--- config.mk ---
export PLATFORM = sky130hd
export DESIGN_NAME = block_buffer_cache_age_replace_unit_flat
export DESIGN_NICKNAME = d
export VERILOG_FILES = /design/src/bbc_pkg.sv /design/src/bbc_req_if.sv /design/src/bbc_rsp_if.sv /design/src/bbc_pos.sv /design/src/bbc_dir.sv /design/src/block_buffer_cache_age_replace_unit.sv /design/src/flat_wrapper.sv
export SDC_FILE = /design/constraint.sdc
export NUM_CORES = 1
export LEC_CHECK = 0
export ABC_AREA = 1
export BUFFER_PORTS_ARGS = -buffer_cell sky130_fd_sc_hd__buf_4
export CAP_MARGIN = 20
export CORE_MARGIN = 3
export CORE_UTILIZATION = 41
export CTS_BUF_LIST = sky130_fd_sc_hd__clkbuf_2 sky130_fd_sc_hd__clkbuf_4 sky130_fd_sc_hd__clkbuf_8
export CTS_CLUSTER_DIAMETER = 40
export DETAILED_ROUTE_END_ITERATION = 8
export MAX_ROUTING_LAYER = met4
export SLEW_MARGIN = 25
export SYNTH_ARGS = -nofsm -noshare
export SYNTH_HDL_FRONTEND = slang
export SYNTH_SLANG_ARGS = --single-unit
--- constraint.sdc ---
create_clock -name clock -period 6.36 [get_ports clock]
set_clock_uncertainty 0.15 [all_clocks]
set_input_delay 0.318 -clock clock [delete_from_list [all_inputs] [get_ports clock]]
set_output_delay 0.318 -clock clock [all_outputs]
set_load 0.02 [all_outputs]
--- src/bbc_pkg.sv ---
// ----------------------------------------------------------------------------
// Block buffer cache package
// Shared widths, codes and result types of the block buffer cache directory.
// ----------------------------------------------------------------------------
package bbc_pkg;

   localparam int SLOTS       = 3;
   localparam int BLOCK_BYTES = 512;

   localparam int OP_W     = 2;
   localparam int BLOCK_W  = 24;
   localparam int POS_W    = BLOCK_W + 1;
   localparam int FILL_W   = 10;
   localparam int STATUS_W = 3;
   localparam int SLOT_W   = 2;
   localparam int AGE_W    = 16;
   localparam int SLOT_IDX_W = (SLOTS > 1) ? $clog2(SLOTS) : 1;

   localparam logic [AGE_W-1:0]       AGE_RESET = AGE_W'(1000);
   localparam logic [AGE_W-1:0]       AGE_MAX   = '1;
   localparam logic [FILL_W-1:0]      LEN_MAX   = FILL_W'(BLOCK_BYTES);
   localparam logic signed [POS_W-1:0] POS_NONE  = '1;
   localparam logic signed [POS_W-1:0] POS_MAX   = {1'b0, {BLOCK_W{1'b1}}};

   typedef enum logic [OP_W-1:0] {
      OP_SEEK = 2'd0,
      OP_NEXT = 2'd1,
      OP_PREV = 2'd2
   } op_type;

   typedef enum logic [STATUS_W-1:0] {
      ST_HIT    = 3'd0,
      ST_FILLED = 3'd1,
      ST_BEFORE = 3'd2,
      ST_FAILED = 3'd3,
      ST_RANGE  = 3'd4,
      ST_SAME   = 3'd5
   } status_type;

   // Outcome of the position update for one transaction.
   typedef struct packed {
      logic                     lookup;
      status_type               status;
      logic signed [POS_W-1:0]  block;
   } pos_res_type;

   // Outcome of the directory lookup for one transaction.
   typedef struct packed {
      status_type              status;
      logic [SLOT_IDX_W-1:0]   slot;
      logic [FILL_W-1:0]       length;
   } dir_res_type;

endpackage

--- src/bbc_req_if.sv ---
// ----------------------------------------------------------------------------
// Request channel
// Valid/ready channel carrying one cache request.
// ----------------------------------------------------------------------------
interface bbc_req_if;
   logic                         valid;
   logic                         ready;
   logic [bbc_pkg::OP_W-1:0]     operation;
   logic [bbc_pkg::BLOCK_W-1:0]  seek_block;
   logic [bbc_pkg::FILL_W-1:0]   fill_length;

   modport source (output valid, output operation, output seek_block,
                   output fill_length, input ready);
   modport sink   (input valid, input operation, input seek_block,
                   input fill_length, output ready);
endinterface

--- src/bbc_rsp_if.sv ---
// ----------------------------------------------------------------------------
// Response channel
// Valid/ready channel carrying one cache result.
// ----------------------------------------------------------------------------
interface bbc_rsp_if;
   logic                               valid;
   logic                               ready;
   logic [bbc_pkg::STATUS_W-1:0]       status;
   logic [bbc_pkg::SLOT_W-1:0]         slot;
   logic signed [bbc_pkg::POS_W-1:0]   block_number;
   logic [bbc_pkg::FILL_W-1:0]         valid_length;

   modport source (output valid, output status, output slot, output block_number,
                   output valid_length, input ready);
   modport sink   (input valid, input status, input slot, input block_number,
                   input valid_length, output ready);
endinterface

--- src/bbc_pos.sv ---
// ----------------------------------------------------------------------------
// Block position tracker
// Holds the current block number and applies seek, forward and backward moves.
// ----------------------------------------------------------------------------
module bbc_pos (
   input  logic                          clock,
   input  logic                          reset,
   input  logic                          en,
   input  logic [bbc_pkg::OP_W-1:0]      operation,
   input  logic [bbc_pkg::BLOCK_W-1:0]   seek_block,
   input  logic [bbc_pkg::BLOCK_W-1:0]   last_block,
   output bbc_pkg::pos_res_type          res
);

   logic signed [bbc_pkg::POS_W-1:0] block_ff;
   logic signed [bbc_pkg::POS_W-1:0] block_in;
   logic signed [bbc_pkg::POS_W-1:0] target;

   assign target = {1'b0, seek_block};

   always_comb begin
      block_in   = block_ff;
      res.lookup = 1'b0;
      res.status = bbc_pkg::ST_SAME;
      case (operation)
         bbc_pkg::OP_SEEK: begin
            // The same-block check comes before the range check.
            if (target == block_ff) begin
               res.status = bbc_pkg::ST_SAME;
            end else if (seek_block > last_block) begin
               res.status = bbc_pkg::ST_RANGE;
            end else begin
               block_in   = target;
               res.lookup = 1'b1;
            end
         end
         bbc_pkg::OP_NEXT: begin
            if (block_ff < bbc_pkg::POS_MAX) begin
               block_in = block_ff + bbc_pkg::POS_W'(1);
            end
            res.lookup = 1'b1;
         end
         bbc_pkg::OP_PREV: begin
            if (block_ff <= $signed(bbc_pkg::POS_W'(0))) begin
               block_in   = bbc_pkg::POS_NONE;
               res.status = bbc_pkg::ST_BEFORE;
            end else begin
               block_in   = block_ff - bbc_pkg::POS_W'(1);
               res.lookup = 1'b1;
            end
         end
         default: begin
            res.status = bbc_pkg::ST_SAME;
         end
      endcase
      res.block = block_in;
   end

   always_ff @(posedge clock) begin
      if (reset) begin
         block_ff <= bbc_pkg::POS_NONE;
      end else if (en) begin
         block_ff <= block_in;
      end
   end

endmodule

--- src/bbc_dir.sv ---
// ----------------------------------------------------------------------------
// Slot directory
// Tag lookup across the slots, oldest-slot refill and age bookkeeping.
// ----------------------------------------------------------------------------
module bbc_dir (
   input  logic                          clock,
   input  logic                          reset,
   input  logic                          en,
   input  logic                          lookup,
   input  logic [bbc_pkg::BLOCK_W-1:0]   tag,
   input  logic [bbc_pkg::FILL_W-1:0]    fill_length,
   output bbc_pkg::dir_res_type          res
);

   logic [bbc_pkg::SLOTS-1:0]          valid_ff;
   logic [bbc_pkg::SLOTS-1:0]          valid_in;
   logic [bbc_pkg::BLOCK_W-1:0]        tag_ff [bbc_pkg::SLOTS];
   logic [bbc_pkg::FILL_W-1:0]         len_ff [bbc_pkg::SLOTS];
   logic [bbc_pkg::AGE_W-1:0]          age_ff [bbc_pkg::SLOTS];
   logic [bbc_pkg::AGE_W-1:0]          age_in [bbc_pkg::SLOTS];

   logic                               hit;
   logic [bbc_pkg::SLOT_IDX_W-1:0]     hit_idx;
   logic [bbc_pkg::SLOT_IDX_W-1:0]     old_idx;
   logic [bbc_pkg::AGE_W-1:0]          old_age;
   logic [bbc_pkg::SLOT_IDX_W-1:0]     used;
   logic [bbc_pkg::FILL_W-1:0]         fill_cl;
   logic                               fill_ok;
   logic                               touch;

   always_comb begin
      // Scan from the top so that the lowest matching slot wins.
      hit     = 1'b0;
      hit_idx = '0;
      for (int i = bbc_pkg::SLOTS - 1; i >= 0; i--) begin
         if (valid_ff[i] && (tag_ff[i] == tag)) begin
            hit     = 1'b1;
            hit_idx = bbc_pkg::SLOT_IDX_W'(i);
         end
      end

      // Strictly greater keeps the first slot on an age tie.
      old_idx = '0;
      old_age = age_ff[0];
      for (int i = 1; i < bbc_pkg::SLOTS; i++) begin
         if (age_ff[i] > old_age) begin
            old_idx = bbc_pkg::SLOT_IDX_W'(i);
            old_age = age_ff[i];
         end
      end

      fill_cl = (fill_length > bbc_pkg::LEN_MAX) ? bbc_pkg::LEN_MAX : fill_length;
      fill_ok = lookup && !hit && (fill_length != '0);
      touch   = lookup && (hit || (fill_length != '0));
      used    = hit ? hit_idx : old_idx;

      valid_in = valid_ff;
      if (fill_ok) begin
         valid_in[used] = 1'b1;
      end

      for (int i = 0; i < bbc_pkg::SLOTS; i++) begin
         if (!touch) begin
            age_in[i] = age_ff[i];
         end else if (used == bbc_pkg::SLOT_IDX_W'(i)) begin
            age_in[i] = bbc_pkg::AGE_W'(1);
         end else if (age_ff[i] == bbc_pkg::AGE_MAX) begin
            age_in[i] = age_ff[i];
         end else begin
            age_in[i] = age_ff[i] + bbc_pkg::AGE_W'(1);
         end
      end

      res.slot   = used;
      if (hit) begin
         res.status = bbc_pkg::ST_HIT;
         res.length = len_ff[hit_idx];
      end else if (fill_length == '0) begin
         res.status = bbc_pkg::ST_FAILED;
         res.length = '0;
         res.slot   = '0;
      end else begin
         res.status = bbc_pkg::ST_FILLED;
         res.length = fill_cl;
      end
   end

   always_ff @(posedge clock) begin
      if (reset) begin
         valid_ff <= '0;
         for (int i = 0; i < bbc_pkg::SLOTS; i++) begin
            age_ff[i] <= bbc_pkg::AGE_RESET;
         end
      end else if (en) begin
         valid_ff <= valid_in;
         for (int i = 0; i < bbc_pkg::SLOTS; i++) begin
            age_ff[i] <= age_in[i];
         end
      end
   end

   // Tags and lengths are only read behind a set valid bit.
   always_ff @(posedge clock) begin
      if (en && fill_ok) begin
         tag_ff[used] <= tag;
         len_ff[used] <= fill_cl;
      end
   end

endmodule

--- src/block_buffer_cache_age_replace_unit.sv ---
// A request waits in the input register, then its result in the result register,
// which offers it on the response channel.
// Throughput: one request per cycle unless responses stall; the input register and the
// result register both advance in the same cycle; slot state updates as the result registers.
// Reset (synchronous, active high): block number -1, all slots invalid, every age
// 1000, last_block 0, both channels empty.
// ----------------------------------------------------------------------------
// Block buffer cache age replacement unit
// Directory and oldest-slot replacement policy of a small block buffer cache.
// ----------------------------------------------------------------------------
module block_buffer_cache_age_replace_unit (
   input  logic                          clock,
   input  logic                          reset,
   bbc_req_if.sink                       req_ch,
   bbc_rsp_if.source                     rsp_ch,
   input  logic                          csr_wr_en,
   input  logic [bbc_pkg::BLOCK_W-1:0]   csr_wr_data
);

   logic [bbc_pkg::BLOCK_W-1:0]        last_block_ff;

   logic                               s1_valid_ff;
   logic                               s1_valid_in;
   logic [bbc_pkg::OP_W-1:0]           s1_op_ff;
   logic [bbc_pkg::BLOCK_W-1:0]        s1_seek_ff;
   logic [bbc_pkg::FILL_W-1:0]         s1_fill_ff;

   logic                               out_valid_ff;
   logic                               out_valid_in;
   bbc_pkg::status_type                out_status_ff;
   logic [bbc_pkg::SLOT_W-1:0]         out_slot_ff;
   logic signed [bbc_pkg::POS_W-1:0]   out_block_ff;
   logic [bbc_pkg::FILL_W-1:0]         out_len_ff;

   logic                               accept;
   logic                               advance;
   bbc_pkg::pos_res_type               pos_res;
   bbc_pkg::dir_res_type               dir_res;

   assign advance       = s1_valid_ff && (!out_valid_ff || rsp_ch.ready);
   assign req_ch.ready  = !s1_valid_ff || advance;
   assign accept        = req_ch.valid && req_ch.ready;
   assign s1_valid_in   = accept ? 1'b1 : (advance ? 1'b0 : s1_valid_ff);
   assign out_valid_in  = advance ? 1'b1 : (rsp_ch.ready ? 1'b0 : out_valid_ff);

   bbc_pos u_pos (
      .clock      (clock),
      .reset      (reset),
      .en         (advance),
      .operation  (s1_op_ff),
      .seek_block (s1_seek_ff),
      .last_block (last_block_ff),
      .res        (pos_res)
   );

   bbc_dir u_dir (
      .clock       (clock),
      .reset       (reset),
      .en          (advance),
      .lookup      (pos_res.lookup),
      .tag         (pos_res.block[bbc_pkg::BLOCK_W-1:0]),
      .fill_length (s1_fill_ff),
      .res         (dir_res)
   );

   always_ff @(posedge clock) begin
      if (reset) begin
         last_block_ff <= '0;
         s1_valid_ff   <= 1'b0;
         out_valid_ff  <= 1'b0;
      end else begin
         if (csr_wr_en) begin
            last_block_ff <= csr_wr_data;
         end
         s1_valid_ff  <= s1_valid_in;
         out_valid_ff <= out_valid_in;
      end
   end

   always_ff @(posedge clock) begin
      if (accept) begin
         s1_op_ff   <= req_ch.operation;
         s1_seek_ff <= req_ch.seek_block;
         s1_fill_ff <= req_ch.fill_length;
      end
   end

   // Requests that skip the lookup report slot 0 and no valid bytes.
   always_ff @(posedge clock) begin
      if (advance) begin
         out_block_ff <= pos_res.block;
         if (pos_res.lookup) begin
            out_status_ff <= dir_res.status;
            out_slot_ff   <= bbc_pkg::SLOT_W'(dir_res.slot);
            out_len_ff    <= dir_res.length;
         end else begin
            out_status_ff <= pos_res.status;
            out_slot_ff   <= '0;
            out_len_ff    <= '0;
         end
      end
   end

   assign rsp_ch.valid        = out_valid_ff;
   assign rsp_ch.status       = out_status_ff;
   assign rsp_ch.slot         = out_slot_ff;
   assign rsp_ch.block_number = out_block_ff;
   assign rsp_ch.valid_length = out_len_ff;

endmodule

--- src/flat_wrapper.sv ---
// flat-port wrapper written by rule: the top's interface ports become plain ports
module block_buffer_cache_age_replace_unit_flat 
  (clock, reset, csr_wr_en, csr_wr_data, req_ch_valid, req_ch_operation, req_ch_seek_block, req_ch_fill_length, req_ch_ready, rsp_ch_valid, rsp_ch_status, rsp_ch_slot, rsp_ch_block_number, rsp_ch_valid_length, rsp_ch_ready);
  bbc_req_if req_ch_i ();
  bbc_rsp_if rsp_ch_i ();
  input  logic clock;
  input  logic reset;
  input  logic csr_wr_en;
  input  logic [bbc_pkg::BLOCK_W-1:0] csr_wr_data;
  input wire logic [$bits(req_ch_i.valid)-1:0] req_ch_valid;
  input wire logic [$bits(req_ch_i.operation)-1:0] req_ch_operation;
  input wire logic [$bits(req_ch_i.seek_block)-1:0] req_ch_seek_block;
  input wire logic [$bits(req_ch_i.fill_length)-1:0] req_ch_fill_length;
  output wire logic [$bits(req_ch_i.ready)-1:0] req_ch_ready;
  output wire logic [$bits(rsp_ch_i.valid)-1:0] rsp_ch_valid;
  output wire logic [$bits(rsp_ch_i.status)-1:0] rsp_ch_status;
  output wire logic [$bits(rsp_ch_i.slot)-1:0] rsp_ch_slot;
  output wire logic [$bits(rsp_ch_i.block_number)-1:0] rsp_ch_block_number;
  output wire logic [$bits(rsp_ch_i.valid_length)-1:0] rsp_ch_valid_length;
  input wire logic [$bits(rsp_ch_i.ready)-1:0] rsp_ch_ready;
  assign req_ch_i.valid = req_ch_valid;
  assign req_ch_i.operation = req_ch_operation;
  assign req_ch_i.seek_block = req_ch_seek_block;
  assign req_ch_i.fill_length = req_ch_fill_length;
  assign req_ch_ready = req_ch_i.ready;
  assign rsp_ch_valid = rsp_ch_i.valid;
  assign rsp_ch_status = rsp_ch_i.status;
  assign rsp_ch_slot = rsp_ch_i.slot;
  assign rsp_ch_block_number = rsp_ch_i.block_number;
  assign rsp_ch_valid_length = rsp_ch_i.valid_length;
  assign rsp_ch_i.ready = rsp_ch_ready;
  block_buffer_cache_age_replace_unit u_core (.clock(clock), .reset(reset), .req_ch(req_ch_i), .rsp_ch(rsp_ch_i), .csr_wr_en(csr_wr_en), .csr_wr_data(csr_wr_data));
endmodule
==> results.sh, run 1 <==
export IMPL_cts_root_buf="clkbuf_8"
export IMPL_report_final_slew_viol_count=0
export IMPL_die_y_um=208
export IMPL_drv_cap=0
export IMPL_synth_seq_cells=280
export IMPL_syn_area_um2=16800
export IMPL_post_route_period_util_pct=84.0
export IMPL_grt_pass1_wl_mm=78.5
export IMPL_max_slew_margin_rel_pct=37.0
export IMPL_yosysSeqAreaShare_pct=46.9
export IMPL_n_antenna_cell=0
export IMPL_post_dp_hpwl_mm=37.0
export IMPL_pre_cts_ws_ns=1.06
export IMPL_placedCellCount=2597
export IMPL_power_static_leakage_nw=8.51
export IMPL_final_cells=2757
export IMPL_fill_cells=3786
export IMPL_critPathLaunchType="flip-flop"
export IMPL_switching_share_pct=30.2
export IMPL_ys_types=61
export IMPL_clock_latency_ns=0.65
export IMPL_initial_core_util_pct=41.9
export IMPL_powerDensity_nw_per_um2=262
export IMPL_cts_tree="yes"
export IMPL_finalSetupViolCount=0
export IMPL_viasPerCell=5.26
export IMPL_r2r_end="u_core.u_dir.age_ff[0][0]"
export IMPL_reg2reg_from="u_core.s1_seek_ff[23]"
export IMPL_whs_path_depth=4
export IMPL_r2r_cells=27
export IMPL_clock_sinks=280
export IMPL_outcome="complete, no violations"
export IMPL_cts_buffers=52
export IMPL_setup_worst_path_end_class="flip-flop"
export IMPL_crit_required_ns=6.45
export IMPL_synth_warnings=0
export IMPL_path_common_cell="nand2_1"
export IMPL_grt_max_degree=48
export IMPL_holdCritPathClass="input port to flip-flop"
export IMPL_vdd_drop_max_mv=0.154
export IMPL_final_net_count=2317
export IMPL_worstSetupPathType="flip-flop to flip-flop"
export IMPL_clock_path_buffers=3
export IMPL_place_congestion=0.952
export IMPL_cp_arrival_ns=5.44
export IMPL_critPathSlowestCell="inv_1"
export IMPL_dieArea_um2=43400
export IMPL_die_w_um=208
export IMPL_netlist_instances=2007
export IMPL_final_seq_area_um2=7870
export IMPL_worstHoldStart="csr_wr_en"
export IMPL_cpPeakStageDelay_ns=0.54
export IMPL_setup_tns_ns=0
export IMPL_grt_pass1_vias=13986
export IMPL_pwr_share_seq_pct=42.0
export IMPL_power_mw=5.21
export IMPL_ant_nets=0
export IMPL_multi_input_area_um2=7730
export IMPL_wl_mm=50.0
export IMPL_io_buffer_count=106
export IMPL_coreArea_um2=40100
export IMPL_layout_drive_gt1_share_pct=15.2
export IMPL_finalCriticalPeriod_ns=5.34
export IMPL_p_switching_mw=1.57
export IMPL_area_growth_pct=18.3
export IMPL_cp_max_fo=27
export IMPL_antenna_found_initial=0
export IMPL_grt_overflow_total=0
export IMPL_h_tree_depth=2
export IMPL_worst_pin_slew_ns=0.942
export IMPL_syn_nets=2134
export IMPL_drcViolationCount=0
export IMPL_synth_area_per_cell_um2=8.36
export IMPL_hold_viol_final=0
export IMPL_post_drt_wl_per_cell_um=18.1
export IMPL_p_comb_share_pct=19.5
export IMPL_internal_power_mw=3.64
export IMPL_clk_pin_slew_ns=0.07
export IMPL_vias=14492
export IMPL_setup_ws_ns=1.02
export IMPL_holdPathEnd="u_core.last_block_ff[12]"
export IMPL_rsz0062_at_grt="false"
export IMPL_synthArstFlopShare_pct=0
export IMPL_clock_power_share_pct=38.5
export IMPL_drt_pass1_iter_count=6
export IMPL_post_cts_buffers=0
export IMPL_ioPinCount=107
export IMPL_synth_edf_count=226
export IMPL_grt_use_total_pct=23.4
export IMPL_synthFlopType="edfxtp_1"
export IMPL_drtIter0Drc=1267
export IMPL_fmax_ghz=0.187
export IMPL_r2r_slack_ns=1.02
export IMPL_fp_row_count=73
[per-layer routing]
layer	global-route usage, %	share of wire, %
met1	32.8	47
met5	-	0
met4	7.23	2.6
met3	3.05	6.0
met2	35.6	45
[cell type report]
cell class | instances | area share (%)
flip-flops and latches | 280 | 39.6
multi-input cells | 1440 | 38.9
repair buffers | 179 | 7.57
inverters | 237 | 4.53
clock buffers | 69 | 4.37
well taps | 525 | 3.31
clock inverters | 27 | 1.69
[logic make-up after synthesis]
| family | share of synthesized area (%) |
|---|---|
| AND/OR/NAND/NOR | 29.2 |
| buffers and inverters | 7.10 |
| flip-flops | 46.9 |
| AO/OA/AOI/OAI | 9.06 |
| adder cells (fa/ha/maj) | 4.62 |
| XOR/XNOR | 3.13 |
[flip-flops by register name (all words and copies together) (netlist names), 3 cells and up]
| register | cells |
|---|---|
| u_core.rsp_ch.valid_length | 10 |
| u_core.s1_seek_ff | 24 |
| u_core.u_dir.tag_ff | 72 |
| u_core.s1_fill_ff | 10 |
| u_core.rsp_ch.block_number | 25 |
| u_core.u_dir.valid_ff | 3 |
| u_core.last_block_ff | 24 |
| u_core.u_pos.block_ff | 25 |
| u_core.rsp_ch.status | 3 |
| u_core.u_dir.len_ff | 30 |
| u_core.u_dir.age_ff | 48 |
[placed cells by master, fill, tap and decap left out, drive strengths merged, types with 2 or more instances in the layout]
cell / n
nand3: 130
buf: 115
a211oi: 4
nand4: 31
dlygate4sd3: 64
o2111ai: 3
a21o: 2
a22oi: 24
dfxtp: 54
ha: 62
bufinv: 7
a21oi: 103
nor2: 217
o21ai: 99
a31oi: 5
nor3: 38
clkinv: 18
and2: 3
or2: 11
nand2: 568
o22ai: 2
o211ai: 14
edfxtp: 226
clkinvlp: 4
xor2: 45
clkbuf: 69
xnor2: 15
and3: 4
nor4: 6
nor3b: 7
inv: 235
o21a: 3
o31ai: 2
nand3b: 37
[synthesized netlist by cell type (3+ instances only)]
library cell | count | area share, %
and2_1 | 3 | 0.11
dfxtp_1 | 54 | 6.4
nand2_1 | 521 | 12
a21oi_1 | 100 | 3.0
buf_6 | 5 | 0.34
o21a_1 | 3 | 0.13
nor2_4 | 8 | 0.54
or2_2 | 3 | 0.11
a21oi_2 | 3 | 0.16
clkbuf_1 | 23 | 0.51
nor4_1 | 6 | 0.22
nor3_1 | 30 | 0.89
xnor2_1 | 15 | 0.78
nor2_2 | 16 | 0.60
and3_1 | 4 | 0.15
edfxtp_1 | 226 | 40
nand2_4 | 10 | 0.67
ha_1 | 62 | 4.6
nand3b_1 | 37 | 1.7
buf_2 | 9 | 0.27
o21ai_1 | 4 | 0.12
a22oi_1 | 24 | 1.1
a211oi_1 | 4 | 0.18
nand4_1 | 31 | 1.2
or2_1 | 6 | 0.22
inv_2 | 27 | 0.60
inv_1 | 206 | 4.6
o211ai_1 | 13 | 0.58
nor3b_1 | 5 | 0.22
o2111ai_1 | 3 | 0.16
nand3_1 | 120 | 3.6
a31oi_1 | 5 | 0.19
nor2_1 | 191 | 4.3
nand3_2 | 8 | 0.48
nand2_2 | 36 | 1.3
o21ai_0 | 94 | 2.8
buf_4 | 11 | 0.49
xor2_1 | 45 | 2.3
nor3_2 | 6 | 0.36
[power by group through the flow]
| stage | clock, mW | sequential (mW) | combinational (mW) |
|---|---|---|---|
| floorplan | 0 | 2.21 | 0.677 |
| global placement | 0 | 2.22 | 0.965 |
| detailed placement | 0 | 2.22 | 0.975 |
| CTS | 2.06 | 2.19 | 1.01 |
| global route | 2.14 | 2.20 | 1.14 |
| finish | 2.00 | 2.19 | 1.02 |
[through the flow]
stage          cell area [um2]  utilization [%]  hold slack [ns]
4_1_cts                  19900             49.5           0.0312
3_3_place_gp             18000             44.9            0.312
3_5_place_dp             18000             44.9            0.310
2_1_floorplan            16800                -            0.267
6_report                 19900             49.5           0.0880
5_1_grt                  19900             49.5            0.111
[critical path, delay by kind of cell (launching register included)]
| family | cells | cell delay (ns) |
|---|---|---|
| adders and majority gates | 1 | 0.33 |
| buffers and inverters | 3 | 0.83 |
| DFF | 1 | 0.44 |
| and+or+nand+nor | 23 | 3.16 |
[timing repair]
action | 4_1_cts | 5_1_grt
endpoints found under the hold margin | 65 | 0
gates resized for setup | 0 | 0
hold buffers | 64 | 0
setup endpoints to repair | 0 | 0
[worst max-delay path by stage]
stage                                end                  startpoint  slack [ns]  cells past startpoint
2_1_floorplan  u_core.u_dir.len_ff[0][0]   u_core.u_dir.age_ff[0][9]        1.85                     22
3_3_place_gp   u_core.u_dir.age_ff[0][2]        u_core.s1_seek_ff[1]        1.17                     30
3_5_place_dp   u_core.u_dir.age_ff[0][2]  u_core.u_dir.age_ff[0][25]        1.06                     23
4_1_cts        u_core.u_dir.age_ff[0][0]        u_core.s1_seek_ff[3]        1.08                     30
5_1_grt        u_core.u_dir.age_ff[0][0]        u_core.s1_seek_ff[3]        0.51                     30
6_report       u_core.u_dir.age_ff[0][0]       u_core.s1_seek_ff[23]        1.02                     27
Power figures use the tool's default switching activity.
==> run 2: changes to the inputs <==
ABC_AREA = 0   (was 1)
clock period = 4.81 ns   (was 6.36 ns; I/O delays follow)
==> run 2 against run 1 <==
Final cell count fell by 0.15%. Critical path depth fell by 6. Die area fell by 1.9%. Maximum frequency rose by 2.1%. Via count rose by 8.8%. Setup slack got worse by 1.4 ns. Utilization rose by 12 points. Total power rose by 43%. The run now ends with setup timing left. Flip-flop and latch count did not move. Largest cell class is now multi-input combinational cells. Critical endpoint is now u_core.u_dir.tag_ff[2][3]. Routed wire length rose by 22%.
==> results.sh, run 2 <==
export IMPL_grt_pass1_vias=15678
export IMPL_io_buffer_count=106
export IMPL_setup_worst_path_end_class="flip-flop"
export IMPL_viasPerCell=5.73
export IMPL_crit_required_ns=5.02
export IMPL_reg_largest_list="u_core.u_dir.tag_ff x72, u_core.u_dir.age_ff x48, u_core.u_dir.len_ff x30"
export IMPL_ys_types=96
export IMPL_wl_met2_mm=28.8
export IMPL_synth_seq_cells=280
export IMPL_grt_pass1_wl_mm=89.9
export IMPL_die_w_um=206
export IMPL_place_congestion=1.06
export IMPL_cpPeakStageDelay_ns=0.44
export IMPL_drcViolationCount=0
export IMPL_fill_cells=3207
export IMPL_drtIter0Drc=1376
export IMPL_power_static_leakage_nw=9.60
export IMPL_cp_arrival_ns=5.45
export IMPL_ant_nets=0
export IMPL_r2r_cells=21
export IMPL_finalCriticalPeriod_ns=5.23
export IMPL_initial_core_util_pct=42.0
export IMPL_synth_commonest_cells="edfxtp_1, nor2_1, inv_1, nand2_1, a21oi_1"
export IMPL_post_drt_wl_per_cell_um=22.1
export IMPL_holdCritPathClass="input port to flip-flop"
export IMPL_synth_area_leaders="edfxtp_1, dfxtp_1, ha_1"
export IMPL_critPathTopFamily="buffers and inverters"
export IMPL_synth_warnings=0
export IMPL_largest_register_ffs=72
export IMPL_grt_max_degree=63
export IMPL_clock_path_buffers=3
export IMPL_yosysSeqAreaShare_pct=47.8
export IMPL_r2r_slack_ns=-0.42
export IMPL_rsz0062_at_grt="true"
export IMPL_fmax_ghz=0.191
export IMPL_synth_area_per_cell_um2=10.3
export IMPL_vdd_drop_max_mv=0.200
export IMPL_cts_buffers=55
export IMPL_syn_area_um2=16500
export IMPL_final_common_cell="buf_4"
export IMPL_drv_cap=0
export IMPL_netlist_area_leader_share_pct=41.2
export IMPL_path_common_cell="buf_4"
export IMPL_clock_sinks=280
export IMPL_final_net_count=2317
export IMPL_holdPathEnd="u_core.s1_valid_ff"
export IMPL_wl_met1_mm=24.6
export IMPL_clock_latency_ns=0.66
export IMPL_cts_root_buf="clkbuf_8"
export IMPL_report_final_slew_viol_count=0
export IMPL_power_mw=7.44
export IMPL_coreArea_um2=39200
export IMPL_yosysTopAreaCell="edfxtp_1"
export IMPL_top_layer="met4"
export IMPL_cp_buffers_inverters=9
export IMPL_finalSetupViolCount=213
export IMPL_critPathLaunchType="flip-flop"
export IMPL_worst_pin_slew_ns=0.939
export IMPL_max_slew_margin_rel_pct=36.7
export IMPL_grt_overflow_total=0
export IMPL_wl_met3_mm=4.40
export IMPL_synth_edf_count=226
export IMPL_cp_max_fo=12
export IMPL_largest_register="u_core.u_dir.tag_ff"
export IMPL_reg2reg_from="u_core.s1_seek_ff[22]"
export IMPL_final_seq_area_um2=7870
export IMPL_synthArstFlopShare_pct=0
export IMPL_netlist_instances=1593
export IMPL_die_y_um=206
export IMPL_drt_pass1_iter_count=6
export IMPL_layout_drive_gt1_share_pct=36.2
export IMPL_cts_tree="yes"
export IMPL_ioPinCount=107
export IMPL_r2r_end="u_core.u_dir.tag_ff[2][3]"
export IMPL_powerDensity_nw_per_um2=307
export IMPL_wl_mm=60.9
export IMPL_vias=15761
export IMPL_post_dp_hpwl_mm=41.5
export IMPL_multi_input_area_um2=8640
export IMPL_synthFlopType="edfxtp_1"
export IMPL_synth_most_common_cell="edfxtp_1"
export IMPL_stdcell_area_um2=24300
export IMPL_clk_pin_slew_ns=0.06
export IMPL_place_area_um2=20500
export IMPL_area_growth_pct=47.4
export IMPL_n_antenna_cell=0
export IMPL_worstSetupPathType="flip-flop to flip-flop"
export IMPL_outcome="finished, violations left"
export IMPL_worstHoldStart="reset"
export IMPL_post_route_period_util_pct=109
export IMPL_mostFrequentLayoutCells="buf_4, edfxtp_1, nor2_1"
export IMPL_violations="setup timing"
export IMPL_fp_row_count=72
export IMPL_h_tree_depth=2
export IMPL_whs_path_depth=2
export IMPL_path_cells="ha_4 > nand4_1 > buf_4 > nor4_4 > buf_4 > nand2_1 > buf_4 > buf_4 > a211oi_1 > a311oi_4 > buf_4 > xnor2_1 > nor4_4 > o2111ai_2 > nor4_4 > buf_4 > or3_4 > buf_6 > nor3_4 > buf_6 > buf_16"
export IMPL_grt_use_total_pct=28.4
export IMPL_setup_ws_ns=-0.422
export IMPL_dieArea_um2=42600
export IMPL_hold_viol_final=0
export IMPL_syn_nets=1720
export IMPL_critPathSlowestCell="edfxtp_1"
export IMPL_antenna_found_initial=0
==> run 2: power breakdown <==
part	switching, mW	internal [mW]	leakage (nW)
Sequential	0.0924	2.78	2.52
Combinational	1.04	0.940	6.46
Clock	1.13	1.46	0.617
==> run 2: cell type report <==
type	instances	share of cell area, %
Timing Repair Buffer	631	22.9
Clock inverter	32	1.25
Multi-Input combinational cell	1126	35.6
Tap cell	518	2.67
Clock buffer	70	3.69
Sequential cell	280	32.4
Inverter	96	1.48
==> run 2: layer usage <==
metal	vias to the layer above	track usage (%)
met3	187	3.91
met2	711	46.0
met5	-	-
met1	7671	35.6
li1	7192	-
met4	0	12.7
==> run 2: logic make-up (layout without fill, tap and decap cells) <==
logic type	after synthesis	after routing	synth area share [%]
multiplexers	40	40	2.49
adder cells (fa/ha/maj)	62	62	4.71
flip-flops	280	280	47.8
AO/OA/AOI/OAI	364	367	16.5
XOR/XNOR	120	120	6.39
AND/OR/NAND/NOR	536	537	17.3
buffers and inverters	191	829	4.88
==> run 2: worst max path at each step <==
stage,from,endpoint,slack (ns),cells past startpoint
final,u_core.s1_seek_ff[22],u_core.u_dir.tag_ff[2][3],-0.42,21
after global routing,u_core.u_dir.age_ff[0][17],u_core.u_dir.age_ff[0][41],-0.69,29
after CTS,u_core.u_dir.age_ff[0][17],u_core.u_dir.age_ff[0][41],-0.38,29
after detailed placement,u_core.s1_seek_ff[22],u_core.u_dir.age_ff[0][21],-0.72,18
after global placement,u_core.s1_seek_ff[22],u_core.u_dir.age_ff[0][21],-0.60,18
after floorplan,u_core.u_dir.age_ff[0][1],u_core.u_dir.len_ff[1][0],-0.81,28
==> run 2: worst register-to-register path, stage by stage (launching register included) <==
cell	delay, ns
edfxtp_1	0.44
ha_4	0.30
nand4_1	0.19
buf_4	0.21
nor4_4	0.26
buf_4	0.16
nand2_1	0.08
buf_4	0.20
buf_4	0.20
a211oi_1	0.43
a311oi_4	0.10
buf_4	0.18
xnor2_1	0.39
nor4_4	0.08
o2111ai_2	0.12
nor4_4	0.08
buf_4	0.17
or3_4	0.39
buf_6	0.17
nor3_4	0.33
buf_6	0.19
buf_16	0.15
==> run 2: per-stage QoR <==
step	utilization, %	setup WS, ns	instances	hold slack, ns	setup TNS (ns)
after floorplan	-	-0.806	1593	0.189	-83.74
after global placement	52.4	-0.604	2496	0.269	-98.06
after detailed placement	52.4	-0.725	2496	0.270	-119.60
after CTS	59.8	-0.376	2725	0.00877	-50.30
after global routing	61.9	-0.688	2753	0.0421	-120.17
final	61.9	-0.422	2753	0.0464	-66.53
==> run 2: repair_timing <==
item,4_1_cts,5_1_grt
pin swaps,35,56
gates resized for setup,82,130
setup endpoints to repair,215,215
gates cloned,8,7
hold buffers,87,0
setup buffers,32,25
hold endpoints to repair,62,0
